$ cat config.mk
export PLATFORM = sky130hd
export DESIGN_NAME = ikht_update
export DESIGN_NICKNAME = d
export VERILOG_FILES = /design/src/sv/assert_macros.svh /design/src/sv/ikht_pkg.sv /design/src/sv/ikht_update.sv
export SDC_FILE = /design/constraint.sdc
export NUM_CORES = 1
export LEC_CHECK = 0
export ABC_AREA = 1
export ABC_CLOCK_PERIOD_IN_PS = 1800
export BUFFER_PORTS_ARGS = -buffer_cell sky130_fd_sc_hd__buf_4
export CAP_MARGIN = 20
export CELL_PAD_IN_SITES_DETAIL_PLACEMENT = 0
export CELL_PAD_IN_SITES_GLOBAL_PLACEMENT = 2
export CORE_ASPECT_RATIO = 1.4
export CORE_MARGIN = 10
export CORE_UTILIZATION = 14
export DETAILED_ROUTE_END_ITERATION = 8
export GPL_ROUTABILITY_DRIVEN = 0
export PLACE_DENSITY = 0.89
export SLEW_MARGIN = 0
export SYNTH_ARGS = -nofsm -noshare
export SYNTH_HDL_FRONTEND = slang
export SYNTH_SLANG_ARGS = --single-unit
export TNS_END_PERCENT = 1
$ cat constraint.sdc
create_clock -name vclk -period 1.8
set_input_delay 0.18 -clock vclk [all_inputs]
set_output_delay 0.18 -clock vclk [all_outputs]
set_load 0.1 [all_outputs]
$ cat src/sv/assert_macros.svh
// assertion macros for the rtl top level
`ifndef ASSERT_MACROS_SVH
`define ASSERT_MACROS_SVH
`ifndef SYNTH
`define AST_IMP(lbl, clk, rstn, ante, cons) \
  lbl: assert property (@(posedge clk) disable iff (!rstn) (ante) |-> (cons)) \
    else $error("assertion failed");
`define AST_NXT(lbl, clk, rstn, ante, cons) \
  lbl: assert property (@(posedge clk) disable iff (!rstn) (ante) |=> (cons)) \
    else $error("assertion failed");
`else
`define AST_IMP(lbl, clk, rstn, ante, cons)
`define AST_NXT(lbl, clk, rstn, ante, cons)
`endif
`endif

$ cat src/sv/ikht_pkg.sv
// types and constants of the integer key hash table
`default_nettype none
package ikht_pkg;

  localparam logic [1:0] OP_LOOKUP = 2'd0;
  localparam logic [1:0] OP_ADD    = 2'd1;
  localparam logic [1:0] OP_DELETE = 2'd2;

  localparam logic [1:0] ST_OK        = 2'd0;
  localparam logic [1:0] ST_NOT_FOUND = 2'd1;
  localparam logic [1:0] ST_DUPLICATE = 2'd2;
  localparam logic [1:0] ST_FULL      = 2'd3;

  localparam logic [3:0] HASH_BITS_RST = 4'd10;

  localparam logic [31:0] JK_C0 = 32'h7ed55d16;
  localparam logic [31:0] JK_C1 = 32'hc761c23c;
  localparam logic [31:0] JK_C2 = 32'h165667b1;
  localparam logic [31:0] JK_C3 = 32'hd3a2646c;
  localparam logic [31:0] JK_C4 = 32'hfd7046c5;
  localparam logic [31:0] JK_C5 = 32'hb55a4f09;

  typedef struct packed {
    logic [1:0]  op;
    logic [31:0] key;
    logic [31:0] value_in;
  } in_beat_t;

  typedef struct packed {
    logic        hit;
    logic [31:0] value_out;
    logic [1:0]  status;
  } out_beat_t;

  typedef enum logic [1:0] {
    S_CLEAR,
    S_IDLE,
    S_HASH,
    S_UPDATE
  } state_t;

endpackage
`default_nettype wire

$ cat src/sv/ikht_update.sv
// way compare, result and write-back row for one bucket
`default_nettype none
module ikht_update
  import ikht_pkg::*;
#(
  parameter int WAYS = 4
) (
  input  wire logic [WAYS*65-1:0] row_rd,
  input  wire in_beat_t           item,
  output logic      [WAYS*65-1:0] row_wr,
  output logic                    wr_en,
  output out_beat_t               res
);

  localparam int KEY_LO = WAYS;
  localparam int VAL_LO = WAYS + WAYS*32;

  logic [WAYS-1:0] vld;
  logic [WAYS-1:0] match_oh, free_oh;
  logic            found, have_free;
  logic [31:0]     vout;

  always_comb begin
    found     = 1'b0;
    have_free = 1'b0;
    match_oh  = '0;
    free_oh   = '0;
    vout      = '0;
    vld       = row_rd[WAYS-1:0];
    // lowest matching way and lowest free way
    for (int w = 0; w < WAYS; w++) begin
      if (vld[w]) begin
        if (!found && row_rd[KEY_LO + w*32 +: 32] == item.key) begin
          found       = 1'b1;
          match_oh[w] = 1'b1;
        end
      end else if (!have_free) begin
        have_free  = 1'b1;
        free_oh[w] = 1'b1;
      end
    end
    for (int w = 0; w < WAYS; w++) begin
      if (match_oh[w]) begin
        vout = vout | row_rd[VAL_LO + w*32 +: 32];
      end
    end

    row_wr = row_rd;
    wr_en  = 1'b0;
    res    = '{hit: found, value_out: 32'd0, status: ST_OK};
    case (item.op)
      OP_ADD: begin
        if (found) begin
          res.status = ST_DUPLICATE;
        end else if (have_free) begin
          wr_en = 1'b1;
          for (int w = 0; w < WAYS; w++) begin
            if (free_oh[w]) begin
              row_wr[w]                    = 1'b1;
              row_wr[KEY_LO + w*32 +: 32] = item.key;
              row_wr[VAL_LO + w*32 +: 32] = item.value_in;
            end
          end
        end else begin
          res.status = ST_FULL;
        end
      end
      OP_DELETE: begin
        if (found) begin
          wr_en = 1'b1;
          for (int w = 0; w < WAYS; w++) begin
            if (match_oh[w]) begin
              row_wr[w] = 1'b0;
            end
          end
        end else begin
          res.status = ST_NOT_FOUND;
        end
      end
      default: begin
        // lookup, also for the unused op code
        if (found) begin
          res.value_out = vout;
        end else begin
          res.status = ST_NOT_FOUND;
        end
      end
    endcase
  end

endmodule
`default_nettype wire

==> results.rst <==
.. list-table::
   :header-rows: 1

   * - Metric
     - Value
   * - Number of setup violations in the final report
     - just under 300
   * - Result of the run
     - complete, but fails checks
   * - Die Wd
     - approximately 210 um
   * - Area growth, synth to finish
     - 178%
   * - Hold bufs inserted after CTS
     - 0
   * - Worst setup path class
     - in2out
   * - Library cell with the highest instance count after synthesis
     - sky130_fd_sc_hd__nand2_1
   * - Synth area leader
     - sky130_fd_sc_hd__nand2_1
   * - Portion of the post-synthesis area used by sequential elements
     - 0
   * - Total routed wirelength
     - 73400 um
   * - Leakage Power
     - between 9 and 10 nW
   * - Dominant cells by area after synthesis
     - sky130_fd_sc_hd__nand2_1, sky130_fd_sc_hd__xnor2_1, sky130_fd_sc_hd__nand4_1, sky130_fd_sc_hd__buf_4, sky130_fd_sc_hd__a21oi_1
   * - Overall power after layout
     - about 8 mW
   * - Worst-path fanout max
     - 17
   * - Detail-routed via count per cell
     - about 4.6
   * - Number of warning messages in the yosys log
     - 0
   * - Count of TritonRoute iterations in the first routing pass
     - 5
   * - Met3 track demand over resource
     - 0.0456
   * - Starting Density
     - 0.142
   * - Power density of the placed cells
     - slightly below 400 nW/um^2
   * - RSZ-0062 raised after global routing
     - yes
   * - Final critical-path required period
     - roughly 2600 ps
   * - Commonest cells in the netlist
     - sky130_fd_sc_hd__nand2_1, sky130_fd_sc_hd__xnor2_1, sky130_fd_sc_hd__nand4_1
   * - Gate Count Post-Synth
     - between 1500 and 2000
   * - Routed length per instance
     - 24.8 um
   * - Slew headroom
     - 0.381
   * - Detailed-placement wirelength estimate
     - ~56000 um
   * - Mapped Area
     - around 7300 sq um
   * - VDD IR max
     - between 0.2 and 0.25 mV
   * - Period Utilization, post-route
     - 1.47
   * - Critical path data arrival time
     - between 2000 and 2500 ps
   * - Post-layout net count
     - between 2000 and 3000
   * - Minimum setup slack in the final design
     - -838 ps
   * - Highest attainable clock frequency
     - roughly 380 MHz
   * - Layout clock buffer count
     - 0
   * - Max-capacitance violation count
     - 0
   * - Seq cells
     - 0
   * - Total of buffers placed on input and output ports
     - approximately 620
   * - Number of antenna violations at the first check in global routing
     - 2
   * - Distinct cells, synth
     - 24
   * - Fraction of final layout cells sized beyond drive strength 1
     - 0.579
   * - GRT met2 Usage
     - 0.406
   * - Violated checks
     - negative setup slack
   * - Final count of pins violating max slew
     - 0
   * - Die height
     - 290 um
   * - Remaining number of nets flagged by the antenna check after routing
     - 0
   * - DRC violation total after the first TritonRoute iteration
     - approximately 860
   * - Routing usage on met1
     - 0.215
   * - Critical Path Source Type
     - primary input
   * - Class of the worst hold path
     - in2out
   * - Number of nets in the synthesized netlist
     - between 1500 and 2000
   * - Kind of end point of the critical path
     - output pin
   * - DRC violations left
     - 0
   * - Total number of vias
     - about 14000
   * - Slew @ Worst Pin
     - 926 ps
   * - WP data required
     - roughly 1600 ps
   * - Final hold viol count
     - 0
   * - Area occupied by registers
     - 0 sq um
   * - Fraction of synthesized cell area taken by the top area cell type
     - 0.521
   * - Wire length of the first global-routing pass
     - about 96000 um
   * - Floorplan row count
     - between 90 and 100
   * - Overall die area
     - 61600 sq um
   * - Most heavily used metal layer in global routing
     - met2
   * - Number of global-route vias before repair
     - roughly 14000
   * - Overflow left after global routing
     - 0
   * - Overall routing resource usage
     - 0.210
   * - Number of inserted diodes
     - 0
   * - Setup tns final
     - -221500 ps
   * - Number of ports placed on the die boundary
     - a little over 600
   * - Average instance area after synthesis
     - about 4.6 sq um
   * - Maximum number of pins on one net before global-route repair
     - 34
   * - Area of the core
     - ~51000 sq um
## cell families (layout without fill, tap and decap cells)
kind of cell	after synthesis	after routing	share of synthesized area
AOI/OAI and AO/OA	70	70	0.0482
buffers and inverters	212	944	0.155
xor gates and xnor gates	95	95	0.114
adders and majority gates	2	2	0.00344
and+or+nand+nor	1194	1197	0.679
## report_power, final
part | internal, mW | total [mW] | switching (mW)
sequential | 0 | 0 | 0
clock | 0 | 0 | 0
combinational | 2.87 | 7.83 | 4.97
## worst max-delay path, stage by stage
cell	delay, ps
sky130_fd_sc_hd__buf_4	130
sky130_fd_sc_hd__buf_8	140
sky130_fd_sc_hd__xnor2_2	160
sky130_fd_sc_hd__nand2_2	110
sky130_fd_sc_hd__nor2_4	150
sky130_fd_sc_hd__nand2_2	90
sky130_fd_sc_hd__nor2_4	170
sky130_fd_sc_hd__nand3_4	140
sky130_fd_sc_hd__buf_12	160
sky130_fd_sc_hd__nand4_4	70
sky130_fd_sc_hd__nor2_4	60
sky130_fd_sc_hd__buf_12	140
sky130_fd_sc_hd__nand2_8	120
sky130_fd_sc_hd__buf_8	200
sky130_fd_sc_hd__nand2_1	90
sky130_fd_sc_hd__nand2_1	140
sky130_fd_sc_hd__buf_12	190
## through the flow
step	cell area [sq um]	worst slack (ps)	utilization	hold slack (ps)	instances
floorplan	7670	-685	-	632	1573
global placement	14200	-1370	0.277	797	2898
detailed placement	14200	-1330	0.277	796	2898
CTS	17600	-930	0.343	748	2929
global route	20200	-932	0.395	748	2958
finish	20200	-838	0.395	733	2958
## cell usage in the layout, fill, tap and decap left out
master,netlist,routed
sky130_fd_sc_hd__inv_4,0,3
sky130_fd_sc_hd__buf_6,13,33
sky130_fd_sc_hd__xnor2_2,0,20
sky130_fd_sc_hd__nor2_1,53,33
sky130_fd_sc_hd__nand4_4,2,2
sky130_fd_sc_hd__a21oi_1,66,25
sky130_fd_sc_hd__nor2_8,4,4
sky130_fd_sc_hd__inv_2,23,24
sky130_fd_sc_hd__o21ai_0,4,2
sky130_fd_sc_hd__buf_16,0,1
sky130_fd_sc_hd__xnor2_4,0,6
sky130_fd_sc_hd__buf_4,51,443
sky130_fd_sc_hd__nand2_2,0,333
sky130_fd_sc_hd__nand2_4,3,11
sky130_fd_sc_hd__nand2_8,1,5
sky130_fd_sc_hd__nand2_1,1009,665
sky130_fd_sc_hd__buf_8,0,17
sky130_fd_sc_hd__xnor2_1,88,62
sky130_fd_sc_hd__nand3_4,4,5
sky130_fd_sc_hd__clkbuf_16,0,10
sky130_fd_sc_hd__inv_1,73,66
sky130_fd_sc_hd__o21ai_2,0,2
sky130_fd_sc_hd__buf_12,0,344
sky130_fd_sc_hd__a21oi_2,0,9
sky130_fd_sc_hd__xor2_1,7,7
sky130_fd_sc_hd__a21oi_4,0,32
sky130_fd_sc_hd__inv_8,0,1
sky130_fd_sc_hd__clkinv_2,0,2
sky130_fd_sc_hd__nor2_2,6,12
sky130_fd_sc_hd__nand4_1,74,74
sky130_fd_sc_hd__nand3_1,36,36
sky130_fd_sc_hd__nor2_4,1,17
sky130_fd_sc_hd__ha_1,2,2
## area by class of cell
type	count	area, sq um
Tap cell	650	813
Fill cell	5152	31000
Timing Repair Buffer	848	11100
Multi-Input combinational cell	1364	7920
Inverter	96	378
## routing by layer
layer | vias to the layer above | wire length [um] | share of wire
met4 | 4 | 3560 | 0.048
met1 | 6488 | 25500 | 0.35
met2 | 724 | 39100 | 0.53
met3 | 161 | 5300 | 0.072
li1 | 6289 | - | -
met5 | - | 27 | 0.00037
## final timing paths
kind | start | to | slack [ps] | cells after the start
worst max-delay path | item[51] | row_wr[256] | -840 | 17
worst min-delay path | row_rd[11] | row_wr[11] | 730 | 4
## timing repair
item	CTS	global route
setup buffers	28	20
setup endpoints to repair	296	296
resized for setup	771	593
pin swaps	49	154
cloned	5	12
(Power assumes the default switching activity.)
