--- src/sv/assert_macros.svh ---
// assertion macros for the rtl top level
`ifndef ASSERT_MACROS_SVH
`define ASSERT_MACROS_SVH
`ifndef SYNTH
`define AST_IMP(lbl, clk, rstn, ante, cons) \
  lbl: assert property (@(posedge clk) disable iff (!rstn) (ante) |-> (cons)) \
    else $error("assertion failed");
`define AST_NXT(lbl, clk, rstn, ante, cons) \
  lbl: assert property (@(posedge clk) disable iff (!rstn) (ante) |=> (cons)) \
    else $error("assertion failed");
`else
`define AST_IMP(lbl, clk, rstn, ante, cons)
`define AST_NXT(lbl, clk, rstn, ante, cons)
`endif
`endif

--- src/sv/ikht_pkg.sv ---
// types and constants of the integer key hash table
`default_nettype none
package ikht_pkg;

  localparam logic [1:0] OP_LOOKUP = 2'd0;
  localparam logic [1:0] OP_ADD    = 2'd1;
  localparam logic [1:0] OP_DELETE = 2'd2;

  localparam logic [1:0] ST_OK        = 2'd0;
  localparam logic [1:0] ST_NOT_FOUND = 2'd1;
  localparam logic [1:0] ST_DUPLICATE = 2'd2;
  localparam logic [1:0] ST_FULL      = 2'd3;

  localparam logic [3:0] HASH_BITS_RST = 4'd10;

  localparam logic [31:0] JK_C0 = 32'h7ed55d16;
  localparam logic [31:0] JK_C1 = 32'hc761c23c;
  localparam logic [31:0] JK_C2 = 32'h165667b1;
  localparam logic [31:0] JK_C3 = 32'hd3a2646c;
  localparam logic [31:0] JK_C4 = 32'hfd7046c5;
  localparam logic [31:0] JK_C5 = 32'hb55a4f09;

  typedef struct packed {
    logic [1:0]  op;
    logic [31:0] key;
    logic [31:0] value_in;
  } in_beat_t;

  typedef struct packed {
    logic        hit;
    logic [31:0] value_out;
    logic [1:0]  status;
  } out_beat_t;

  typedef enum logic [1:0] {
    S_CLEAR,
    S_IDLE,
    S_HASH,
    S_UPDATE
  } state_t;

endpackage
`default_nettype wire

--- src/sv/ikht_hash.sv ---
// jenkins 32-bit integer hash in two halves, masked to the bucket width
`default_nettype none
module ikht_hash
  import ikht_pkg::*;
#(
  parameter int MAX_HASH_BITS = 10
) (
  input  wire logic                     clk,
  input  wire logic                     load,
  input  wire logic [31:0]              key,
  input  wire logic [3:0]               hash_bits,
  output logic      [MAX_HASH_BITS-1:0] bucket
);

  localparam logic [4:0] HB_MAX = 5'(MAX_HASH_BITS);

  logic [31:0] a1, a2, a3;
  logic [31:0] b4, b5, b6;
  logic [31:0] front_r;
  logic [4:0]  hb_req, hb;
  logic [MAX_HASH_BITS-1:0] mask;

  // first three mixing steps, registered when the beat is taken
  always_comb begin
    a1 = (key + JK_C0) + (key << 12);
    a2 = (a1 ^ JK_C1) ^ (a1 >> 19);
    a3 = (a2 + JK_C2) + (a2 << 5);
  end

  always_ff @(posedge clk) begin
    if (load) begin
      front_r <= a3;
    end
  end

  always_comb begin
    b4 = (front_r + JK_C3) ^ (front_r << 9);
    b5 = (b4 + JK_C4) + (b4 << 3);
    b6 = (b5 ^ JK_C5) ^ (b5 >> 16);
  end

  // clamp the width to one .. MAX_HASH_BITS
  always_comb begin
    hb_req = {1'b0, hash_bits};
    if (hb_req == 5'd0) begin
      hb = 5'd1;
    end else if (hb_req > HB_MAX) begin
      hb = HB_MAX;
    end else begin
      hb = hb_req;
    end
    mask   = ~({MAX_HASH_BITS{1'b1}} << hb);
    bucket = b6[MAX_HASH_BITS-1:0] & mask;
  end

endmodule
`default_nettype wire

--- config.mk ---
export PLATFORM = sky130hd
export DESIGN_NAME = ikht_hash
export DESIGN_NICKNAME = d
export VERILOG_FILES = /design/src/sv/assert_macros.svh /design/src/sv/ikht_pkg.sv /design/src/sv/ikht_hash.sv
export SDC_FILE = /design/constraint.sdc
export NUM_CORES = 1
export LEC_CHECK = 0
export ABC_CLOCK_PERIOD_IN_PS = 7810
export BUFFER_PORTS_ARGS = -buffer_cell sky130_fd_sc_hd__buf_2
export CORE_AREA = 2 2 137 85
export DETAILED_ROUTE_END_ITERATION = 8
export DIE_AREA = 0 0 139 87
export PLACE_DENSITY_LB_ADDON = 0.08
export REMOVE_ABC_BUFFERS = 1
export SETUP_SLACK_MARGIN = 0.2
export SYNTH_ARGS = -nofsm -noshare
export SYNTH_HDL_FRONTEND = slang
export SYNTH_SLANG_ARGS = --single-unit
--- constraint.sdc ---
create_clock -name clk -period 7.81 [get_ports clk]
set_clock_uncertainty 0.2 [all_clocks]
set_input_delay 1.562 -clock clk [delete_from_list [all_inputs] [get_ports clk]]
set_output_delay 1.562 -clock clk [all_outputs]
set_load 0.02 [all_outputs]
==> results of run 1 <==
[metal layers]
layer  track usage  routed length (µm)  up-vias
met5             0                   0        -
met4      0.005510                  10        0
met3       0.05717                2012        3
met2        0.3677                6021      271
met1        0.5585               10480     2745
li1              -                   -     2866
[worst max path at each step]
| stage | from | end |
|---|---|---|
| 2_1_floorplan | key[0] | front_r[19] |
| 3_3_place_gp | key[4] | front_r[19] |
| 3_5_place_dp | key[3] | front_r[19] |
| 4_1_cts | key[3] | front_r[19] |
| 5_1_grt | key[0] | front_r[19] |
| 6_report | front_r[2] | bucket[9] |
[synth_stat cells (all sizes together), types with 8 or more instances]
cell	instances
xor2	32
nor2b	13
a21oi	61
nand3	18
xnor2	101
o21ai	38
ha	132
nand2b	11
o21a	8
edfxtp	26
nand2	46
nor3	13
nor2	44
inv	122
a21o	26
and2	8
[cell usage in the layout (no fill, tap or decap), types with 3 or more instances in the layout]
master / Yosys / final
a21oi_1: 59 / 59
a31oi_1: 5 / 5
xor2_1: 32 / 32
and2_1: 7 / 7
nand2_1: 46 / 46
o21ai_1: 3 / 3
buf_4: 1 / 10
o211ai_1: 4 / 4
o21bai_1: 6 / 6
a41oi_1: 3 / 3
nand2b_1: 11 / 11
edfxtp_1: 26 / 26
nand3_1: 17 / 17
and3_1: 7 / 7
nor4_1: 3 / 3
o21ai_0: 35 / 34
or3_1: 4 / 4
inv_1: 122 / 122
nor2b_1: 13 / 13
o31ai_1: 3 / 3
a21o_1: 26 / 26
nor3_1: 12 / 12
nor3b_1: 4 / 4
nand4_1: 6 / 6
o21a_1: 8 / 8
clkbuf_16: 0 / 3
nor2_1: 44 / 44
xnor2_1: 100 / 100
ha_1: 132 / 132
buf_2: 1 / 47
[worst max-delay path, stage by stage (launching register included)]
cell and delay [ns]:
edfxtp_1 0.48, inv_1 0.13, ha_1 0.27, nand2b_1 0.17, nand2_1 0.10, and2_1 0.19, nor2_1 0.07, o21ai_0 0.40
nand2_1 0.13, xnor2_1 0.35, ha_1 0.30, ha_1 0.39, a21o_1 0.21, a21oi_1 0.13, nor2b_1 0.07, a2111oi_2 0.53
o21ai_1 0.15, a21oi_1 0.41, o221ai_1 0.23, o21a_1 0.22, nor3_1 0.19, buf_2 0.19
[stage by stage]
| step | util | cells | instance area, µm² | hold slack (ns) | setup slack [ns] |
|---|---|---|---|---|---|
| floorplan | - | 789 | 6342 | 1.475 | 0.9173 |
| global placement | 0.6234 | 990 | 6833 | 1.823 | 0.1786 |
| detailed placement | 0.6234 | 990 | 6833 | 1.804 | 0.1262 |
| CTS | 0.6306 | 994 | 6912 | 1.529 | 0.3670 |
| global route | 0.6315 | 994 | 6922 | 1.545 | 0.2188 |
| finish | 0.6315 | 994 | 6922 | 1.529 | 0.4684 |
[timing repair]
action / in CTS / in global routing
setup endpoints to repair: 0 / 9
hold endpoints to repair: 0 / 0
resized for setup: 0 / 3
[cell type report]
cell class,count,area [µm²]
sequential,26,780.7
timing repair buffer,57,310.3
tap,144,180.2
multi-input combinational,641,5114
inverter,122,457.9
clock buffer,3,75.07
fill,1043,4039
clock inverter,1,3.754
[cells by family after synthesis]
logic type / Yosys count
and+or+nand+nor: 189
AOI/OAI and AO/OA: 182
xor gates and xnor gates: 135
adders and majority gates: 133
buffers and inverters: 131
DFF: 26
muxes: 2
==> flow_summary_export.csv, run 1 <==
group,metric,value,unit
status,status,"finished, final reports clean",
clock_network,clockBufferDepth,2,
clock_network,cts_tree,"built",
synth,synth_cell_types,73,
synth,synth_ff_type,"edfxtp_1",
floorplanning,die_y,87,µm
timing,rsz0062_at_grt,"false",
detailed_routing,dr.pass1.iters,5,
synth,async_flop_share,0,
place,gp_congestion,1.060,
timing,setup-tns-final,0,ns
final_layout,top_register,"front_r",
synth,ys_seq_elements,26,
hold_path,holdCritStartpoint,"key[0]",
detailed_routing,drt-total-wl,18.52,mm
grt,grt_usage,0.3099,
clock_network,cts_post_setup_buffers_inserted,0,
synth,synth_compound_area_frac,0.1869,
flow_run,cap_violations,0,
final_layout,largest_reg_flops,26,
setup_path,worstSetupEndpointType,"primary output",
clock_network,holdBufCountCts,0,
setup_path,crit_type,"reg2out",
timing,setup_viol,0,
synth,syn_inst,798,
detailed_routing,post_drt_wl_per_cell,18.63,µm
synth,synth.area.mux_share,0.005294,
floorplanning,die_area,0.01209,mm²
clock_network,clk_pin_slew,0.06,ns
synth,synth_top_family_by_area,"adder cells",
floorplanning,die_w,139,µm
synth,synth_top_area_share,0.2588,
floorplanning,core,0.01096,mm²
hold_path,holdPathEnd,"front_r[0]",
detailed_routing,vias_per_cell,5.921,
clock_network,cts-root-buf,"clkbuf_16",
place,port_buffers,47,
grt,grt_max_degree,27,
setup_path,start_kind,"register",
clock_network,h-tree-depth,1,
timing,max_slew_margin,0.4857,
grt,grt.overflow.total,0,
synth,ys_seq_area_frac,0.1224,
hold_path,holdPathStages,3,
timing,hold_viol_final,0,
detailed_routing,drtIter0Drc,763,
synth,postSynthAreaPerCell,7.996,µm²
hold_path,hold_path.class,"in2reg",
setup_path,arrival,5.58,ns
synth,yosysWarnings,0,
place,dp_hpwl,16.24,mm
final_layout,reg_top3,"front_r: 26 flops",
final_layout,layout.nets,1022,
final_layout,antenna_cells,0,
setup_path,cp_max_fo,7,
clock_network,clock_sinks,26,
floorplanning,start_util,0.5822,
floorplanning,row_count,30,
clock_network,cts_buffers,3,
timing,worst_pin_slew,0.7643,ns
setup_path,required,6.05,ns
detailed_routing,dr_total_vias,5885,
detailed_routing,drc_errors,0,
synth,synth_area_leaders,"ha_1 (26%), xnor2_1 (14%), edfxtp_1 (12%)",
final_layout,syn2layout_area_growth,8.471,%
floorplanning,num_io_pins,48,
synth,synth_area_leader_cell,"ha_1",
grt,grt_pass1_vias,5251,
timing,layout_min_cycle_time,7.342,ns
timing,maxSlewViolCount,0,
synth,yosys.area_share.simple,0.1545,
timing,post-route-period-util,0.9400,
grt,grt_pass1_wl,28.88,mm
synth,syn-cell-area,0.006381,mm²
synth,synth-xor-area-share,0.1912,
timing,fmax,136.2,MHz
final_layout,drive_gt1_frac,0.09765,
synth,synth_fa_ha_area_frac,0.2620,
grt,antenna_found_initial,0,
detailed_routing,postRouteAntennaNets,0,
synth,synth_edf_count,26,
Power of run 1 is left out: the tool's default activity adds up to more than one toggle a clock period on the data nets, which glitch-free logic cannot reach.
==> run 2, diff against run 1 <==
ABC_CLOCK_PERIOD_IN_PS = 8570   (was 7810)
clock period = 8.57 ns   (was 7.81 ns; I/O delays follow)
==> run 2 against run 1 <==
Against the previous run: via count is 0.29% lower; die area stayed put; count of clock-buffer cells in the layout unchanged; highest routed layer unchanged; flip-flop and latch count stayed put; routed wire length up 0.87%.
==> flow_summary_export.csv, run 2 (synthesis gave the netlist of run 1 again) <==
group,metric,value,unit
timing,post-route-period-util,0.9209,
status,status,"finished, final reports clean",
final_layout,top_register,"front_r",
timing,worst_pin_slew,0.7592,ns
grt,antenna_found_initial,0,
setup_path,arrival,7.71,ns
final_layout,largest_reg_flops,26,
timing,setup-tns-final,0,ns
final_layout,drive_gt1_frac,0.08789,
setup_path,required,8.39,ns
clock_network,clk_pin_slew,0.06,ns
setup_path,cp_max_fo,9,
final_layout,nFillCells,966,
clock_network,clock_sinks,26,
grt,grt_pass1_wl,29.08,mm
detailed_routing,post_drt_wl_per_cell,18.95,µm
timing,max_slew_margin,0.4902,
final_layout,reg_top3,"front_r: 26 flops",
grt,grt.overflow.total,0,
detailed_routing,drtIter0Drc,644,
detailed_routing,postRouteAntennaNets,0,
floorplanning,die_w,139,µm
clock_network,clockBufferDepth,2,
clock_network,cts_buffers,3,
timing,layout_min_cycle_time,7.892,ns
setup_path,start_kind,"input port",
floorplanning,row_count,30,
clock_network,cts_resized,0,
setup_path,critical_path.max_stage_delay,0.51,ns
place,port_buffers,47,
final_layout,utilization,0.6255,
setup_path,crit_buf_inv,4,
final_layout,layout.nets,1015,
place,dp_hpwl,16.21,mm
clock_network,cts_post_setup_buffers_inserted,0,
place,gp_congestion,1.028,
floorplanning,core,0.01096,mm²
clock_network,cts_tree,"built",
detailed_routing,drt-total-wl,18.68,mm
setup_path,critPathTopFamily,"compound AO/OA/AOI/OAI gates",
detailed_routing,dr_total_vias,5868,
final_layout,final_cell_mix,"ha_1 (132), inv_1 (122), xnor2_1 (100)",
detailed_routing,dr.pass1.iters,6,
timing,setup_viol,0,
clock_network,cts-root-buf,"clkbuf_16",
grt,grt_usage,0.3111,
clock_network,h-tree-depth,1,
detailed_routing,vias_per_cell,5.951,
final_layout,antenna_cells,0,
clock_network,holdBufCountCts,0,
grt,grt_max_degree,27,
hold_path,hold_path.class,"in2reg",
final_layout,syn2layout_area_growth,7.431,%
timing,hold_viol_final,0,
timing,rsz0062_at_grt,"false",
setup_path,crit_type,"in2reg",
setup_path,worstSetupEndpointType,"register",
floorplanning,start_util,0.5822,
floorplanning,num_io_pins,48,
grt,grt_pass1_vias,5274,
detailed_routing,drc_errors,0,
timing,fmax,126.7,MHz
flow_run,cap_violations,0,
floorplanning,die_y,87,µm
floorplanning,die_area,0.01209,mm²
setup_path,cp_slowest_cell,"o21ai_0",
timing,maxSlewViolCount,0,
final_layout,final_common_cell,"ha_1",
## run 2: worst paths after layout
| path | start | cells past startpoint | slack, ns | endpoint |
|---|---|---|---|---|
| min | key[0] | 3 | 1.73 | front_r[0] |
| max | key[4] | 29 | 0.68 | front_r[19] |
## run 2: metrics by stage
step / area [µm²] / setup slack [ns] / cells / hold WS [ns]
after floorplan: 6342 / 1.525 / 789 / 1.627
after global placement: 6780 / 0.7410 / 983 / 1.985
after detailed placement: 6780 / 0.6293 / 983 / 1.981
after CTS: 6855 / 0.8396 / 986 / 1.707
after global routing: 6855 / 0.3198 / 986 / 1.724
final: 6855 / 0.6777 / 986 / 1.729
## run 2: per-layer routing
metal,vias up,part of all wire,GRT usage
met5,-,0,0
met4,0,0.0024,0.008264
met3,10,0.11,0.08906
met2,256,0.33,0.3856
met1,2741,0.55,0.5277
li1,2861,-,-
## run 2: area by class of cell
class,count,area (µm²),share of cell area
clock buffers,3,75.07,0.01095
inverters,122,457.9,0.06680
multi-input cells,641,5104,0.7445
well taps,144,180.2,0.02628
flip-flops and latches,26,780.7,0.1139
repair buffers,50,257.7,0.03760
Power of run 2 is left out for the same reason.
==> run 3, diff against run 2 <==
BUFFER_PORTS_ARGS = -buffer_cell sky130_fd_sc_hd__buf_4   (was -buffer_cell sky130_fd_sc_hd__buf_2)
CTS_BUF_LIST = sky130_fd_sc_hd__clkbuf_8   (was not set)
==> run 3 against run 2 <==
Against the previous run: count of clock-buffer cells in the layout is the same; flip-flop and latch count unchanged; sequential share of layout area down 0.11 points; final cell count down 0.20%; via count rose by 1.0%; design area is 1.0% higher; routed wire length is 1.0% higher; first-iteration DRC count grew 26%; highest routed layer unchanged.
==> flow_summary_export.csv, run 3 (synthesis gave the netlist of run 1 again) <==
group,metric,value,unit
clock_network,cts_post_setup_buffers_inserted,0,
setup_path,endpoint,"front_r[19]",
final_layout,layout.nets,1013,
place,placed_cells,981,
detailed_routing,drtIter0Drc,813,
floorplanning,die_area,0.01209,mm²
status,status,"finished, final reports clean",
final_layout,syn2layout_area_growth,8.510,%
setup_path,start_kind,"input port",
setup_path,crit_type,"in2reg",
final_layout,drive_gt1_frac,0.08571,
detailed_routing,postRouteAntennaNets,0,
timing,fmax,129.3,MHz
floorplanning,num_io_pins,48,
clock_network,cts_buffers,3,
detailed_routing,dr.pass1.iters,5,
final_layout,antenna_cells,0,
timing,hold_viol_final,0,
detailed_routing,vias_per_cell,6.025,
hold_path,hold_path.class,"in2reg",
final_layout,final_cell_mix,"ha_1 (132), inv_1 (122), xnor2_1 (100)",
grt,grt.overflow.total,0,
floorplanning,die_w,139,µm
final_layout,top_register,"front_r",
setup_path,worstSetupEndpointType,"register",
grt,grt_max_degree,27,
setup_path,cp_slowest_cell,"a311oi_1",
detailed_routing,dr_total_vias,5929,
final_layout,instances_no_fill,984,
setup_path,cp_max_fo,9,
timing,maxSlewViolCount,0,
timing,layout_min_cycle_time,7.733,ns
grt,antenna_found_initial,0,
clock_network,cts-root-buf,"clkbuf_8",
clock_network,clock_sinks,26,
timing,rsz0062_at_grt,"false",
timing,worst_pin_slew,0.7142,ns
clock_network,h-tree-depth,1,
grt,grt_pass1_wl,29.75,mm
place,port_buffers,47,
floorplanning,start_util,0.5822,
floorplanning,core,0.01096,mm²
timing,setup-tns-final,0,ns
setup_path,critical_path.max_stage_delay,0.42,ns
place,gp_congestion,0.9680,
clock_network,clk_pin_slew,0.09,ns
clock_network,clockBufferDepth,2,
setup_path,arrival,7.57,ns
final_layout,largest_reg_flops,26,
clock_network,holdBufCountCts,0,
grt,grt_usage,0.3184,
place,dp_hpwl,16.55,mm
place,place_ws,0.7155,ns
grt,grt_pass1_vias,5323,
detailed_routing,drt-total-wl,18.87,mm
detailed_routing,drc_errors,0,
setup_path,crit_start,"key[4]",
floorplanning,row_count,30,
flow_run,cap_violations,0,
detailed_routing,post_drt_wl_per_cell,19.18,µm
clock_network,cts_tree,"built",
timing,setup_viol,0,
timing,finalWorstSetupSlack,0.8372,ns
setup_path,required,8.41,ns
timing,post-route-period-util,0.9023,
final_layout,reg_top3,"front_r: 26 flops",
clock_network,cts_resized,0,
final_layout,final_common_cell,"ha_1",
timing,max_slew_margin,0.5204,
floorplanning,die_y,87,µm
==> run 3: cell count changes in the layout (fill, tap and decap cells not counted), sizes merged <==
cell  previous run  this run
buf             50        48
==> run 3: worst min path at each step <==
stage	slack [ns]	from	depth (start not counted)	endpoint
final	1.66	load	1	front_r[2]
after global routing	1.67	load	1	front_r[4]
after CTS	1.66	load	1	front_r[5]
after detailed placement	1.95	load	1	front_r[5]
after global placement	1.94	load	1	front_r[7]
after floorplan	1.63	load	0	front_r[0]
==> run 3: cell type report <==
cell class / instances / area, µm²
multi-input combinational: 641 / 5104
fill: 972 / 4036
sequential: 26 / 780.7
inverter: 122 / 457.9
timing repair buffer: 48 / 360.3
tap: 144 / 180.2
clock buffer: 3 / 41.29
==> run 3: metal layers <==
| layer | global-route usage | wire length, µm | up-vias |
|---|---|---|---|
| met4 | 0.01377 | 35 | 0 |
| met3 | 0.07971 | 2261 | 4 |
| met5 | 0 | 0 | - |
| li1 | - | - | 2855 |
| met1 | 0.5604 | 10500 | 2782 |
| met2 | 0.3744 | 6076 | 288 |
==> run 3: through the flow <==
step	utilization	hold slack [ns]	area, µm²
floorplan	-	1.627	6342
global placement	0.6280	1.939	6883
CTS	0.6317	1.660	6924
detailed placement	0.6280	1.951	6883
global route	0.6317	1.668	6924
finish	0.6317	1.658	6924
==> run 3: critical path: cells and delay by family <==
family                   cells  cell delay, ns
AND/OR/NAND/NOR              4            0.61
adder cells (fa/ha/maj)      4            1.24
AO/OA/AOI/OAI               15            3.37
XOR/XNOR                     2            0.31
buffers and inverters        4            0.27
Power of run 3 is left out for the same reason.
